## config.mk

```make
export PLATFORM = sky130hd
export DESIGN_NAME = tz_string_parser_top
export DESIGN_NICKNAME = d
export VERILOG_FILES = /design/src/hw/rtl/tzsp_pkg.sv /design/src/hw/rtl/tz_string_parser_top.sv /design/src/hw/rtl/tzsp_hms_sum.sv /design/src/hw/rtl/tzsp_step.sv
export SDC_FILE = /design/constraint.sdc
export NUM_CORES = 1
export LEC_CHECK = 0
export ABC_AREA = 1
export BUFFER_PORTS_ARGS = -buffer_cell sky130_fd_sc_hd__buf_2
export CAP_MARGIN = 30
export CORE_ASPECT_RATIO = 2
export CORE_MARGIN = 3
export CORE_UTILIZATION = 47
export CTS_CLUSTER_SIZE = 12
export DETAILED_ROUTE_END_ITERATION = 6
export HOLD_SLACK_MARGIN = 0.12
export PLACE_DENSITY = 0.67
export SETUP_SLACK_MARGIN = 0.05
export SLEW_MARGIN = 20
export SYNTH_ARGS = -nofsm -noshare
export SYNTH_HDL_FRONTEND = slang
export SYNTH_SLANG_ARGS = --single-unit
```

## constraint.sdc

```tcl
create_clock -name clk -period 5.65 [get_ports clk]
set_input_delay 0.565 -clock clk [delete_from_list [all_inputs] [get_ports clk]]
set_output_delay 0.565 -clock clk [all_outputs]
set_load 0.01 [all_outputs]
```

## src/hw/rtl/tzsp_pkg.sv

```systemverilog
// Shared types and constants for the time-zone string parser.
`timescale 1ns / 1ps

package tzsp_pkg;

  localparam int IN_DATA_W  = 8;
  localparam int OUT_DATA_W = 144;

  typedef enum logic [2:0] {
    PH_START,
    PH_STDNAME,
    PH_DSTNAME,
    PH_RULE,
    PH_HMS
  } phase_t;

  // context of an hh[:mm[:ss]] field; rules use CTX_START / CTX_END
  localparam logic [1:0] CTX_STD   = 2'd0;
  localparam logic [1:0] CTX_DST   = 2'd1;
  localparam logic [1:0] CTX_START = 2'd2;
  localparam logic [1:0] CTX_END   = 2'd3;

  localparam logic [7:0] CH_NUL   = 8'h00;
  localparam logic [7:0] CH_PLUS  = 8'h2B;
  localparam logic [7:0] CH_COMMA = 8'h2C;
  localparam logic [7:0] CH_MINUS = 8'h2D;
  localparam logic [7:0] CH_DOT   = 8'h2E;
  localparam logic [7:0] CH_SLASH = 8'h2F;
  localparam logic [7:0] CH_0     = 8'h30;
  localparam logic [7:0] CH_9     = 8'h39;
  localparam logic [7:0] CH_COLON = 8'h3A;
  localparam logic [7:0] CH_A     = 8'h41;
  localparam logic [7:0] CH_G     = 8'h47;
  localparam logic [7:0] CH_M     = 8'h4D;
  localparam logic [7:0] CH_T     = 8'h54;
  localparam logic [7:0] CH_Z     = 8'h5A;

  localparam logic [23:0] GMT_NAME = {CH_G, CH_M, CH_T};

  localparam logic [3:0] DEC_RADIX  = 4'd10;
  localparam logic [4:0] HOUR_MAX   = 5'd23;
  localparam logic [5:0] MINSEC_MAX = 6'd59;
  localparam logic [3:0] MONTH_MAX  = 4'd12;
  localparam logic [2:0] WEEK_MAX   = 3'd5;
  localparam logic [2:0] WDAY_MAX   = 3'd6;

  localparam logic [16:0] SEC_PER_HOUR  = 17'd3600;
  localparam logic [16:0] SEC_PER_MIN   = 17'd60;
  localparam logic [16:0] DST_START_SEC = 17'(3600 * 2);
  localparam logic [16:0] DST_END_SEC   = 17'(3600 * 3);

  // month[26:23] week[22:20] weekday[19:17] seconds[16:0]
  localparam logic [26:0] DEF_START_RULE = {4'd3, 3'd5, 3'd0, DST_START_SEC};
  localparam logic [26:0] DEF_END_RULE   = {4'd10, 3'd5, 3'd0, DST_END_SEC};

  typedef struct packed {
    phase_t             phase;
    logic [1:0]         ctx;
    logic [1:0]         sub;
    logic               error_seen;
    logic [1:0]         letter_count;
    logic [23:0]        std_letters;
    logic [23:0]        dst_letters;
    logic [4:0]         hour_acc;
    logic [5:0]         minute_acc;
    logic [5:0]         second_acc;
    logic               digit_seen;
    logic               minus_given;
    logic [3:0]         rule_value;
    logic signed [17:0] std_offset;
    logic signed [17:0] dst_offset;
    logic [26:0]        start_rule;
    logic [26:0]        end_rule;
  } tzsp_state_t;

  typedef struct packed {
    logic               parse_ok;
    logic [23:0]        std_name;
    logic [23:0]        dst_name;
    logic signed [17:0] std_offset_sec;
    logic signed [17:0] dst_offset_sec;
    logic [26:0]        start_rule;
    logic [26:0]        end_rule;
  } tzsp_result_t;

  localparam tzsp_state_t STATE_RESET = '{phase: PH_START, default: '0};

endpackage

```

## src/hw/rtl/tz_string_parser_top.sv

```systemverilog
// Result path: the terminator transfer loads the input register, then the parse step loads the result
//   register behind out_tvalid; that step waits while an earlier result is still held on the output.
// Throughput: one character per cycle while no terminator waits on a held result, set by the single
//   parse step between the input register and the state and result registers.
// Reset: synchronous, active low; clears the parse state and empties both stages.
`timescale 1ns / 1ps

module tz_string_parser_top import tzsp_pkg::*; (
  input  logic                  clk,
  input  logic                  rst_n,
  input  logic                  in_tvalid,
  output logic                  in_tready,
  input  logic [IN_DATA_W-1:0]  in_tdata,   // [7:0] char_in
  output logic                  out_tvalid,
  input  logic                  out_tready,
  // [0] parse_ok, [24:1] std_name, [48:25] dst_name, [66:49] std_offset_sec,
  // [84:67] dst_offset_sec, [111:85] start_rule, [138:112] end_rule, rest zero
  output logic [OUT_DATA_W-1:0] out_tdata
);

  logic         in_v_r;
  logic [7:0]   in_char_r;
  tzsp_state_t  state_r;
  tzsp_state_t  state_nxt;
  tzsp_result_t res_nxt;
  tzsp_result_t out_res_r;
  logic         res_valid;
  logic         out_v_r;
  logic         step_fire;

  // a non-terminator produces no result and never waits on the output side
  assign step_fire = in_v_r && (!out_v_r || out_tready || (in_char_r != CH_NUL));
  assign in_tready = !in_v_r || step_fire;

  always_ff @(posedge clk) begin
    if (!rst_n) begin
      in_v_r <= 1'b0;
    end else if (in_tready) begin
      in_v_r <= in_tvalid;
    end
  end

  always_ff @(posedge clk) begin
    if (in_tvalid && in_tready) begin
      in_char_r <= in_tdata;
    end
  end

  tzsp_step u_step (
    .cur       (state_r),
    .ch        (in_char_r),
    .state_nxt (state_nxt),
    .res       (res_nxt),
    .res_valid (res_valid)
  );

  always_ff @(posedge clk) begin
    if (!rst_n) begin
      state_r <= STATE_RESET;
    end else if (step_fire) begin
      state_r <= state_nxt;
    end
  end

  always_ff @(posedge clk) begin
    if (!rst_n) begin
      out_v_r <= 1'b0;
    end else if (step_fire && res_valid) begin
      out_v_r <= 1'b1;
    end else if (out_tready) begin
      out_v_r <= 1'b0;
    end
  end

  always_ff @(posedge clk) begin
    if (step_fire && res_valid) begin
      out_res_r <= res_nxt;
    end
  end

  assign out_tvalid = out_v_r;
  assign out_tdata  = {5'd0, out_res_r.end_rule, out_res_r.start_rule,
                       out_res_r.dst_offset_sec, out_res_r.std_offset_sec,
                       out_res_r.dst_name, out_res_r.std_name, out_res_r.parse_ok};

  a_term_result: assert property (@(posedge clk) disable iff (!rst_n)
    step_fire && (in_char_r == CH_NUL) |=> out_v_r)
    else $error("terminator transfer did not produce a result");

  a_term_reset: assert property (@(posedge clk) disable iff (!rst_n)
    step_fire && (in_char_r == CH_NUL) |=>
      (state_r.phase == PH_START) && !state_r.error_seen && (state_r.letter_count == 2'd0))
    else $error("parse state not back at start after terminator");

  a_err_sticky: assert property (@(posedge clk) disable iff (!rst_n)
    step_fire && state_r.error_seen && (in_char_r != CH_NUL) |=> state_r.error_seen)
    else $error("error flag cleared before terminator");

  a_fail_zero: assert property (@(posedge clk) disable iff (!rst_n)
    out_v_r && !out_res_r.parse_ok |->
      (out_res_r.std_name == '0) && (out_res_r.dst_name == '0) &&
      (out_res_r.std_offset_sec == '0) && (out_res_r.dst_offset_sec == '0) &&
      (out_res_r.start_rule == '0) && (out_res_r.end_rule == '0))
    else $error("failed parse carries nonzero fields");

  a_stall_cause: assert property (@(posedge clk) disable iff (!rst_n)
    !in_tready |-> in_v_r && out_v_r && !out_tready && (in_char_r == CH_NUL))
    else $error("input stalled without a blocked terminator");

endmodule

```

## src/hw/rtl/tzsp_hms_sum.sv

```systemverilog
// Converts an hh:mm:ss accumulator set into seconds and applies the sign rule.
`timescale 1ns / 1ps

module tzsp_hms_sum import tzsp_pkg::*; (
  input  logic [4:0]         hour,
  input  logic [5:0]         minute,
  input  logic [5:0]         second,
  input  logic               minus_given,
  output logic [16:0]        total,
  output logic signed [17:0] value
);

  logic signed [17:0] total_s;

  assign total = 17'(hour) * SEC_PER_HOUR + 17'(minute) * SEC_PER_MIN + 17'(second);
  assign total_s = $signed({1'b0, total});
  // no sign or '+' stores the negated value
  assign value = minus_given ? total_s : -total_s;

endmodule

```

## src/hw/rtl/tzsp_step.sv

```systemverilog
// Per-character parse step: next parse state and the result on the terminator.
`timescale 1ns / 1ps

module tzsp_step import tzsp_pkg::*; (
  input  tzsp_state_t  cur,
  input  logic [7:0]   ch,
  output tzsp_state_t  state_nxt,
  output tzsp_result_t res,
  output logic         res_valid
);

  tzsp_state_t        proc_s;
  logic               is_dig;
  logic               is_up;
  logic               is_sign;
  logic [3:0]         dval;
  logic [16:0]        hms_total;
  logic signed [17:0] hms_value;

  assign is_dig  = ch inside {[CH_0:CH_9]};
  assign is_up   = ch inside {[CH_A:CH_Z]};
  assign is_sign = (ch == CH_PLUS) || (ch == CH_MINUS);
  assign dval    = 4'(ch - CH_0);

  tzsp_hms_sum u_hms_sum (
    .hour        (cur.hour_acc),
    .minute      (cur.minute_acc),
    .second      (cur.second_acc),
    .minus_given (cur.minus_given),
    .total       (hms_total),
    .value       (hms_value)
  );

  function automatic tzsp_state_t begin_rule(tzsp_state_t s, logic [1:0] ctx);
    tzsp_state_t t;
    t = s;
    t.phase      = PH_RULE;
    t.ctx        = ctx;
    t.sub        = 2'd0;
    t.rule_value = 4'd0;
    t.digit_seen = 1'b0;
    return t;
  endfunction

  // what follows a finished offset, rule or rule time
  function automatic tzsp_state_t tail_step(tzsp_state_t s, logic [1:0] lvl, logic [7:0] c);
    tzsp_state_t t;
    t = s;
    case (lvl)
      CTX_STD: begin
        if (c == CH_NUL) begin
          t.dst_letters = t.std_letters;
          t.dst_offset  = t.std_offset;
          t.start_rule  = '0;
          t.end_rule    = '0;
        end else if (c inside {[CH_A:CH_Z]}) begin
          t.dst_letters  = {16'd0, c};
          t.letter_count = 2'd1;
          t.phase        = PH_DSTNAME;
        end else begin
          // rules straight after the standard offset
          t.dst_letters = '0;
          t.dst_offset  = '0;
          t.start_rule  = DEF_START_RULE;
          t.end_rule    = DEF_END_RULE;
          if (c == CH_COMMA) t = begin_rule(t, CTX_START);
          else t.error_seen = 1'b1;
        end
      end
      CTX_DST: begin
        t.start_rule = DEF_START_RULE;
        t.end_rule   = DEF_END_RULE;
        if (c == CH_COMMA) t = begin_rule(t, CTX_START);
        else if (c != CH_NUL) t.error_seen = 1'b1;
      end
      CTX_START: begin
        if (c == CH_COMMA) t = begin_rule(t, CTX_END);
        else if (c != CH_NUL) t.error_seen = 1'b1;
      end
      default: begin
        if (c != CH_NUL) t.error_seen = 1'b1;
      end
    endcase
    return t;
  endfunction

  // next state
  always_comb begin
    tzsp_state_t p;
    logic        do_hms;
    logic        sign_taken;
    logic [1:0]  sub_e;
    logic [5:0]  acc;
    logic [5:0]  lim6;
    logic [9:0]  acc_new;
    logic [7:0]  rv_new;
    logic [7:0]  rlim;
    logic [26:0] rreg;

    p          = cur;
    do_hms     = 1'b0;
    sign_taken = 1'b0;
    sub_e      = 2'd0;
    acc        = '0;
    lim6       = '0;
    acc_new    = '0;
    rv_new     = '0;
    rlim       = '0;
    rreg       = '0;

    if (!cur.error_seen) begin
      case (cur.phase)
        PH_START: begin
          if (ch == CH_NUL) begin
            p.std_letters = GMT_NAME;
            p.dst_letters = GMT_NAME;
          end else if (is_up) begin
            p.std_letters  = {cur.std_letters[15:0], ch};
            p.letter_count = 2'd1;
            p.phase        = PH_STDNAME;
          end else begin
            p.error_seen = 1'b1;
          end
        end
        PH_STDNAME, PH_DSTNAME: begin
          if (is_up) begin
            if (cur.letter_count == 2'd3) begin
              p.error_seen = 1'b1;
            end else begin
              if (cur.phase == PH_DSTNAME) p.dst_letters = {cur.dst_letters[15:0], ch};
              else p.std_letters = {cur.std_letters[15:0], ch};
              p.letter_count = cur.letter_count + 2'd1;
            end
          end else if (cur.letter_count != 2'd3) begin
            p.error_seen = 1'b1;
          end else begin
            p.phase       = PH_HMS;
            p.ctx         = (cur.phase == PH_DSTNAME) ? CTX_DST : CTX_STD;
            p.sub         = 2'd0;
            p.hour_acc    = '0;
            p.minute_acc  = '0;
            p.second_acc  = '0;
            p.digit_seen  = 1'b0;
            p.minus_given = 1'b0;
            do_hms        = 1'b1;
          end
        end
        PH_RULE: begin
          rreg = cur.ctx[0] ? cur.end_rule : cur.start_rule;
          case (cur.sub)
            2'd1:    rlim = 8'(MONTH_MAX);
            2'd2:    rlim = 8'(WEEK_MAX);
            default: rlim = 8'(WDAY_MAX);
          endcase
          rv_new = 8'(cur.rule_value) * 8'(DEC_RADIX) + 8'(dval);
          if (cur.sub == 2'd0) begin
            if (ch != CH_M) begin
              p.error_seen = 1'b1;
            end else begin
              p.sub        = 2'd1;
              p.rule_value = 4'd0;
            end
          end else if (is_dig) begin
            if (rv_new > rlim) begin
              p.error_seen = 1'b1;
            end else begin
              p.rule_value = rv_new[3:0];
              p.digit_seen = 1'b1;
            end
          end else if (cur.sub != 2'd3) begin
            if (ch != CH_DOT || cur.rule_value == 4'd0) begin
              p.error_seen = 1'b1;
            end else begin
              if (cur.sub == 2'd1) rreg[26:23] = cur.rule_value;
              else rreg[22:20] = cur.rule_value[2:0];
              if (cur.ctx[0]) p.end_rule = rreg;
              else p.start_rule = rreg;
              p.sub        = cur.sub + 2'd1;
              p.rule_value = 4'd0;
              p.digit_seen = 1'b0;
            end
          end else if (!cur.digit_seen) begin
            p.error_seen = 1'b1;
          end else begin
            rreg[19:17] = cur.rule_value[2:0];
            if (cur.ctx[0]) p.end_rule = rreg;
            else p.start_rule = rreg;
            if (ch == CH_SLASH) begin
              // rule time: no sign, starts at the hour field
              p.phase       = PH_HMS;
              p.sub         = 2'd1;
              p.hour_acc    = '0;
              p.minute_acc  = '0;
              p.second_acc  = '0;
              p.digit_seen  = 1'b0;
              p.minus_given = 1'b0;
            end else begin
              p = tail_step(p, cur.ctx, ch);
            end
          end
        end
        PH_HMS: do_hms = 1'b1;
        default: p.error_seen = 1'b1;
      endcase

      if (do_hms) begin
        sub_e = p.sub;
        if (p.sub == 2'd0) begin
          p.sub = 2'd1;
          if (is_sign) begin
            p.minus_given = (ch == CH_MINUS);
            sign_taken    = 1'b1;
          end else begin
            sub_e = 2'd1;
          end
        end
        if (!sign_taken) begin
          case (sub_e)
            2'd1:    acc = 6'(p.hour_acc);
            2'd2:    acc = p.minute_acc;
            default: acc = p.second_acc;
          endcase
          lim6    = (sub_e == 2'd1) ? 6'(HOUR_MAX) : MINSEC_MAX;
          acc_new = 10'(acc) * 10'(DEC_RADIX) + 10'(dval);
          if (is_dig) begin
            if (acc_new > 10'(lim6)) begin
              p.error_seen = 1'b1;
            end else begin
              case (sub_e)
                2'd1:    p.hour_acc   = acc_new[4:0];
                2'd2:    p.minute_acc = acc_new[5:0];
                default: p.second_acc = acc_new[5:0];
              endcase
              p.digit_seen = 1'b1;
            end
          end else if (!p.digit_seen) begin
            p.error_seen = 1'b1;
          end else if (ch == CH_COLON && sub_e != 2'd3) begin
            p.sub        = sub_e + 2'd1;
            p.digit_seen = 1'b0;
          end else begin
            // finish only happens from a stored field, so the sum uses cur
            case (p.ctx)
              CTX_STD:   p.std_offset = hms_value;
              CTX_DST:   p.dst_offset = hms_value;
              CTX_START: p.start_rule[16:0] = hms_total;
              default:   p.end_rule[16:0] = hms_total;
            endcase
            p = tail_step(p, p.ctx, ch);
          end
        end
      end
    end

    proc_s    = p;
    state_nxt = (ch == CH_NUL) ? STATE_RESET : p;
  end

  // result on the terminator
  always_comb begin
    res_valid = (ch == CH_NUL);
    res       = '0;
    if (ch == CH_NUL && !proc_s.error_seen) begin
      res.parse_ok       = 1'b1;
      res.std_name       = proc_s.std_letters;
      res.dst_name       = proc_s.dst_letters;
      res.std_offset_sec = proc_s.std_offset;
      res.dst_offset_sec = proc_s.dst_offset;
      res.start_rule     = proc_s.start_rule;
      res.end_rule       = proc_s.end_rule;
    end
  end

endmodule
```

Word-level counts from Yosys, hierarchy flattened:

Cells that the tools add are included.

* add/subtract/negate cells: 9
* $mul: 4
* $lt $le $gt $ge: 6
* equal/unequal tests: 24
* muxes and demuxes: 288
* reduce and logical (&&, ||, !) cells: 30

Operators by type and width (count)
* $mux W163: 23
* $mux W113: 9
* $pmux W163 S3: 2
* $mux W171: 4
* $mux W96: 7
* $mux W27: 17
* $mux W51: 7
* $mux W18: 17
* $mux W34: 9
* $mux W94: 3
* $mux W17: 14
* $mux W24: 9
* $mux W69: 3
* $mux W7: 29
* $mux W50: 4
* $mux W95: 2
* $mux W90: 2
* $pmux W50 S3: 1
* $mux W72: 2
* $mux W139: 1
* $mux W67: 2
* $mux W54: 2
* $mux W26: 4
* $mux W19: 4
* 56 further kinds: 184

* bits in registers: 320
* bits of input ports: 12
* output and inout port bits: 146
* logic and storage cells: 388

Logic depth before layout (Yosys ltp):

* depth after elaboration: 82
* depth in mapped cells: 43
* gate-level depth less buffers: 40

Modules after synthesis:

Synthesis repeated with hierarchy kept, for this count alone.

* cell total of the unflattened synthesis: 4117
* area, all modules: 26342.8 sq um

Modules (own cells, without submodules)
* tz_string_parser_top: instances 1, cells each 1297, area each 12149.2 sq um, seq. area each 7877.6 sq um
* tzsp_step: instances 1, cells each 2456, area each 11790.1 sq um, seq. area each 0.0 sq um
* tzsp_hms_sum: instances 1, cells each 364, area each 2403.6 sq um, seq. area each 0.0 sq um

Worst setup path after synthesis:

No wires, ideal clock.

* path kind: register -> register
* from: register state_r[166] in the netlist's numbering
* to: register out_res_r, in the netlist out_tdata[22] (data pin)
* setup time: 139 ps
* data arrival time: 5972 ps
* required time: 5511 ps
* slack: -460 ps
* cell stages (with the launch flop): 41
* path buffers: 4
* clock period less this slack: 6110 ps
* path through: dfxtp_1 -> inv_1 -> clkbuf_1 -> ha_1 -> nor2_1 -> inv_1 -> o21ai_0 -> a21oi_1 -> nor2_1 -> nor2_2 -> nor2_4 -> inv_1 -> o21ai_0 -> inv_1 -> ha_1 -> clkbuf_1 -> nor2_1 -> inv_1 -> [... 5 more ...] -> inv_1 -> xor2_1 -> ha_1 -> inv_1 -> nor2_1 -> a21oi_1 -> a21oi_1 -> nor2_1 -> nand3_2 -> nor2_4 -> nand2_1 -> nand2_1 -> nand2_1 -> nand2_1 -> nand3_2 -> buf_2 -> buf_6 -> nor2_1

* cells in the longest elaborated chain, start to end: 54
* elaborated cells on any way between the ends: 136
* those cells by class: add/sub: 1; mul: 1; order compare: 1; eq/ne: 7; mux: 118; reduce/logical: 8

RTL lines
* start: declaration: line tz_string_parser_top.sv:23 `tzsp_state_t state_r;`
* start signal: assignment: line tz_string_parser_top.sv:61 `state_r <= state_nxt;`
* branches (longest 52 deep; another with $pmux W7 S3)
* $mux W171 (*): line tzsp_step.sv:206 `if (do_hms) begin`
* $mux W171 (*): line tzsp_step.sv:111 `if (!cur.error_seen) begin`
* end signal: assignment: line tz_string_parser_top.sv:77 `out_res_r <= res_nxt;`
* end: declaration: line tz_string_parser_top.sv:26 `tzsp_result_t out_res_r;`

Every way passes the cells marked *. The select of a mux whose other input is x is not followed.
A chain may end at the register's enable or synchronous reset.

Worst setup path after layout:

* from: register in_char_r[4]
* to: register out_res_r, in the netlist out_tdata[13] (data pin)

* cells in the longest elaborated chain, start to end: 46
* elaborated cells on any way between the ends: 177
* those cells by class: add/sub: 1; mul: 1; order compare: 5; eq/ne: 12; mux: 146; reduce/logical: 12

RTL lines
* start: declaration: line tz_string_parser_top.sv:22 `logic [7:0] in_char_r;`
* start signal: assignment: line tz_string_parser_top.sv:45 `in_char_r <= in_tdata;`
* branches (longest 46 deep; another with $ge A8 B7 Y1)

Several ways; the timed one is not identified. The select of a mux whose other input is x is not followed.

==> results.yml <==
outcome:
  status: "finished with violations"
  violations: "DRC"
cells_and_area:
  nets: 3848
  area_growth_pct: 17.49
  final_util_pct: 56.17
  fillerInstances: 4807
  final_cell_area_um2: 27720
  fin_cells: 4396
  drive_above_1_share_pct: 15.94
critical_path:
  r2r.worst_path.cells: 40
  criticalPathCategory: "reg -> reg"
  cp_slowest_cell: "fa_1"
  crit_buf_inv: 10
  critPathLaunchType: "flip-flop"
  endpoint_kind: "flip-flop"
  reg2reg_slack_ns: 0.13
  crit_family: "simple AND/OR/NAND/NOR gates"
  cp_num_cells: 40
  crit_fanout: 27
  crit_path_start: "in_char_r[4]"
  slowest_delay_ns: 0.52
  crit_end: "out_tdata[13]"
  critPathMostFrequentCell: "inv_2"
  arrival_ns: 5.79
  crit_required_ns: 5.92
  r2r_start: "in_char_r[4]"
  timing.rr.end: "out_tdata[13]"
sta:
  period_share_pct: 97.73
  min_period_ns: 5.522
  worst_pin_slew_ns: 1.020
  drv_slew: 0
  finalSetupViolCount: 0
  fin_worst_skew_ns: 0.02212
  fmax_mhz: 181.1
  slew_headroom_pct: 32.03
  rsz0062_at_grt: "true"
  hold_violations: 0
  setup_ws_ns: 0.1283
power_and_ir_drop:
  combPwrFrac_pct: 9.8
  p_leak_nw: 11.93
  switchingPower_w: 0.001404
  ir_drop_v: 0.0002265
  power.density_nw_per_um2: 192.4
  p_int_w: 0.003931
  p_clk_share_pct: 44.0
  swShare_pct: 26.32
  sequentialPowerShare_pct: 46.1
global_route:
  grt_usage_pct: 33.08
  grt_max_degree: 87
  grt_remaining_overflow: 0
  grt_pass1_wl_mm: 136.0
  antenna_found_initial: 1
  grt_pass1_vias: 24510
place:
  dp_slack_ns: -0.2039
  dp_hpwl_mm: 65.33
  dp_cells: 4314
  io_buffer_count: 152
  gp_congestion: 1.029
  placed_area_um2: 25890
routing:
  via_count: 25520
  wl_per_cell_um: 20.47
  drt_iter0_markers: 2351
  avgViaCountPerCell: 5.806
  dr.pass1.iters: 7
  ant_nets: 0
  route.detailed.drc: 2
  routed_wl_mm: 89.98
floorplan:
  die_h_um: 322.9
  rows: 115
  core_area_um2: 49350
  start_util_pct: 47.81
  die_w_um: 164.4
  boundaryPins: 158
  dieArea_um2: 53090
worst_hold_path:
  hp-class: "in -> reg"
clock_tree:
  cts_made_buffers: 35
  insertion_delay_ns: 0.56
  path_clk_slew_ns: 0.06
  cts_max_level: 2
  clock_path_buffers: 3
  holdBufCountCts: 0
  root_buffer: "clkbuf_16"
  numClockSinks: 320
  cts_tree: "done"
logic_synthesis:
  synth-edff-count: 147
  ys_ff_latch: 320
  synth_area_per_cell_um2: 6.730
  seq_area_frac_synth_pct: 33.39
  yosys_warnings: 0
  netlist_instances: 3506
  async_reset_ff_share_pct: 0
  synth_area_um2: 23590
  synth.distinct_cells: 68
  synth_flop_cell: "dfxtp_1"
run:
  max_cap_viol_count: 0
-- power groups by stage --
stage / Sequential [W] / Combinational (W) / Clock (W)
floorplan: 0.00250 / 0.000324 / 0
detailed placement: 0.00251 / 0.000497 / 0
CTS: 0.00246 / 0.000503 / 0.00238
global route: 0.00246 / 0.000564 / 0.00245
global placement: 0.00251 / 0.000489 / 0
finish: 0.00246 / 0.000525 / 0.00235
-- logic make-up after synthesis --
group                      count (synthesis)  synth area share, %
adders and majority gates                109                6.385
xor gates and xnor gates                  32                1.188
buffers and inverters                    622                10.87
muxes                                      1              0.04243
DFF                                      320                33.39
AOI/OAI and AO/OA                        714                17.52
other                                      1              0.01589
and+or+nand+nor                         1707                30.59
-- Yosys cell counts, types with 5 or more instances --
master / count / area share, %
and2_1: 9 / 0.24
a22oi_1: 10 / 0.32
xor2_1: 21 / 0.78
nor2_4: 7 / 0.33
nor2_1: 332 / 5.3
buf_1: 9 / 0.14
fa_1: 19 / 1.6
nor2_2: 8 / 0.21
nand2_1: 958 / 15
a21oi_1: 251 / 5.3
clkbuf_1: 107 / 1.7
o2111ai_1: 12 / 0.45
inv_1: 423 / 6.7
buf_4: 14 / 0.45
nand3_2: 5 / 0.21
o221ai_1: 15 / 0.56
nand3_1: 281 / 6.0
o31ai_1: 15 / 0.48
o21ai_0: 199 / 4.2
nand2_2: 9 / 0.24
a2bb2oi_1: 6 / 0.22
inv_2: 14 / 0.22
nand4_1: 34 / 0.90
dlygate4sd1_1: 8 / 0.30
buf_6: 13 / 0.62
o22ai_1: 61 / 1.6
buf_2: 32 / 0.68
or2_2: 13 / 0.34
o21ai_1: 31 / 0.66
ha_1: 90 / 4.8
edfxtp_1: 147 / 19
dfxtp_1: 173 / 15
nor3_1: 28 / 0.59
a31oi_1: 17 / 0.45
xnor2_1: 11 / 0.41
o211ai_1: 63 / 2.0
-- layer usage --
metal / vias up / global-route usage, % / share of wire [%]
li1: 12050 / - / -
met4: 0 / 29.74 / 11
met5: - / 0 / 0
met3: 495 / 5.997 / 7.5
met1: 11660 / 33.80 / 33
met2: 1319 / 56.65 / 49
-- area by class of cell --
type,instances,area (µm²),share of cell area [%]
sequential,320,7886,28.45
clock buffer,54,1028,3.710
antenna,1,2.502,0.009027
clock inverter,8,107.6,0.3882
multi-input combinational,2568,13630,49.17
inverter,439,1667,6.012
timing repair buffer,363,2595,9.361
tap,643,804.5,2.902
-- through the flow --
stage / TNS [ns] / power, W / hold WS, ns
finish: 0 / 0.005335 / 0.1901
CTS: 0 / 0.005336 / 0.1761
floorplan: 0 / 0.002821 / 0.4445
detailed placement: -22.07 / 0.003004 / 0.4556
global route: -24.01 / 0.005477 / 0.1856
global placement: -6.613 / 0.002996 / 0.4517
-- how the worst min path moves through the flow --
| stage | from | to | slack [ns] | cells past startpoint |
|---|---|---|---|---|
| after CTS | in_tdata[6] | in_char_r[6] | 0.18 | 1 |
| after global routing | in_tdata[6] | in_char_r[6] | 0.19 | 1 |
| after global placement | state_r[12] | state_r[12] | 0.45 | 2 |
| after floorplan | state_r[10] | state_r[10] | 0.44 | 2 |
| after detailed placement | state_r[7] | state_r[7] | 0.46 | 2 |
| final | in_tdata[6] | in_char_r[6] | 0.19 | 1 |
-- state kept, by name, summed over array words and instances, names as in the netlist --
signal / cells
state_r: 171
out_tdata: 139
out_tvalid: 1
in_char_r: 8
in_v_r: 1
-- placed cells by master (no fill, tap or decap), types with 28 or more instances in the layout --
cell type  instances
o21ai_1           30
o22ai_1           61
clkbuf_16         39
inv_1            409
nand3_1          275
nand4_1           34
nor2_2            42
buf_2            152
nor3_1            28
ha_1              82
buf_4            191
nand2_1          942
a21oi_1          245
edfxtp_1         147
o211ai_1          63
nor2_1           293
o21ai_0          193
dfxtp_1          168
-- what timing repair did --
item / in CTS / in global routing
pin swaps: 3 / 23
gates cloned: 1 / 5
gates resized for setup: 15 / 111
buffers inserted: 5 / 9
endpoints found under the setup margin: 145 / 176
Power figures use the tool's default switching activity.
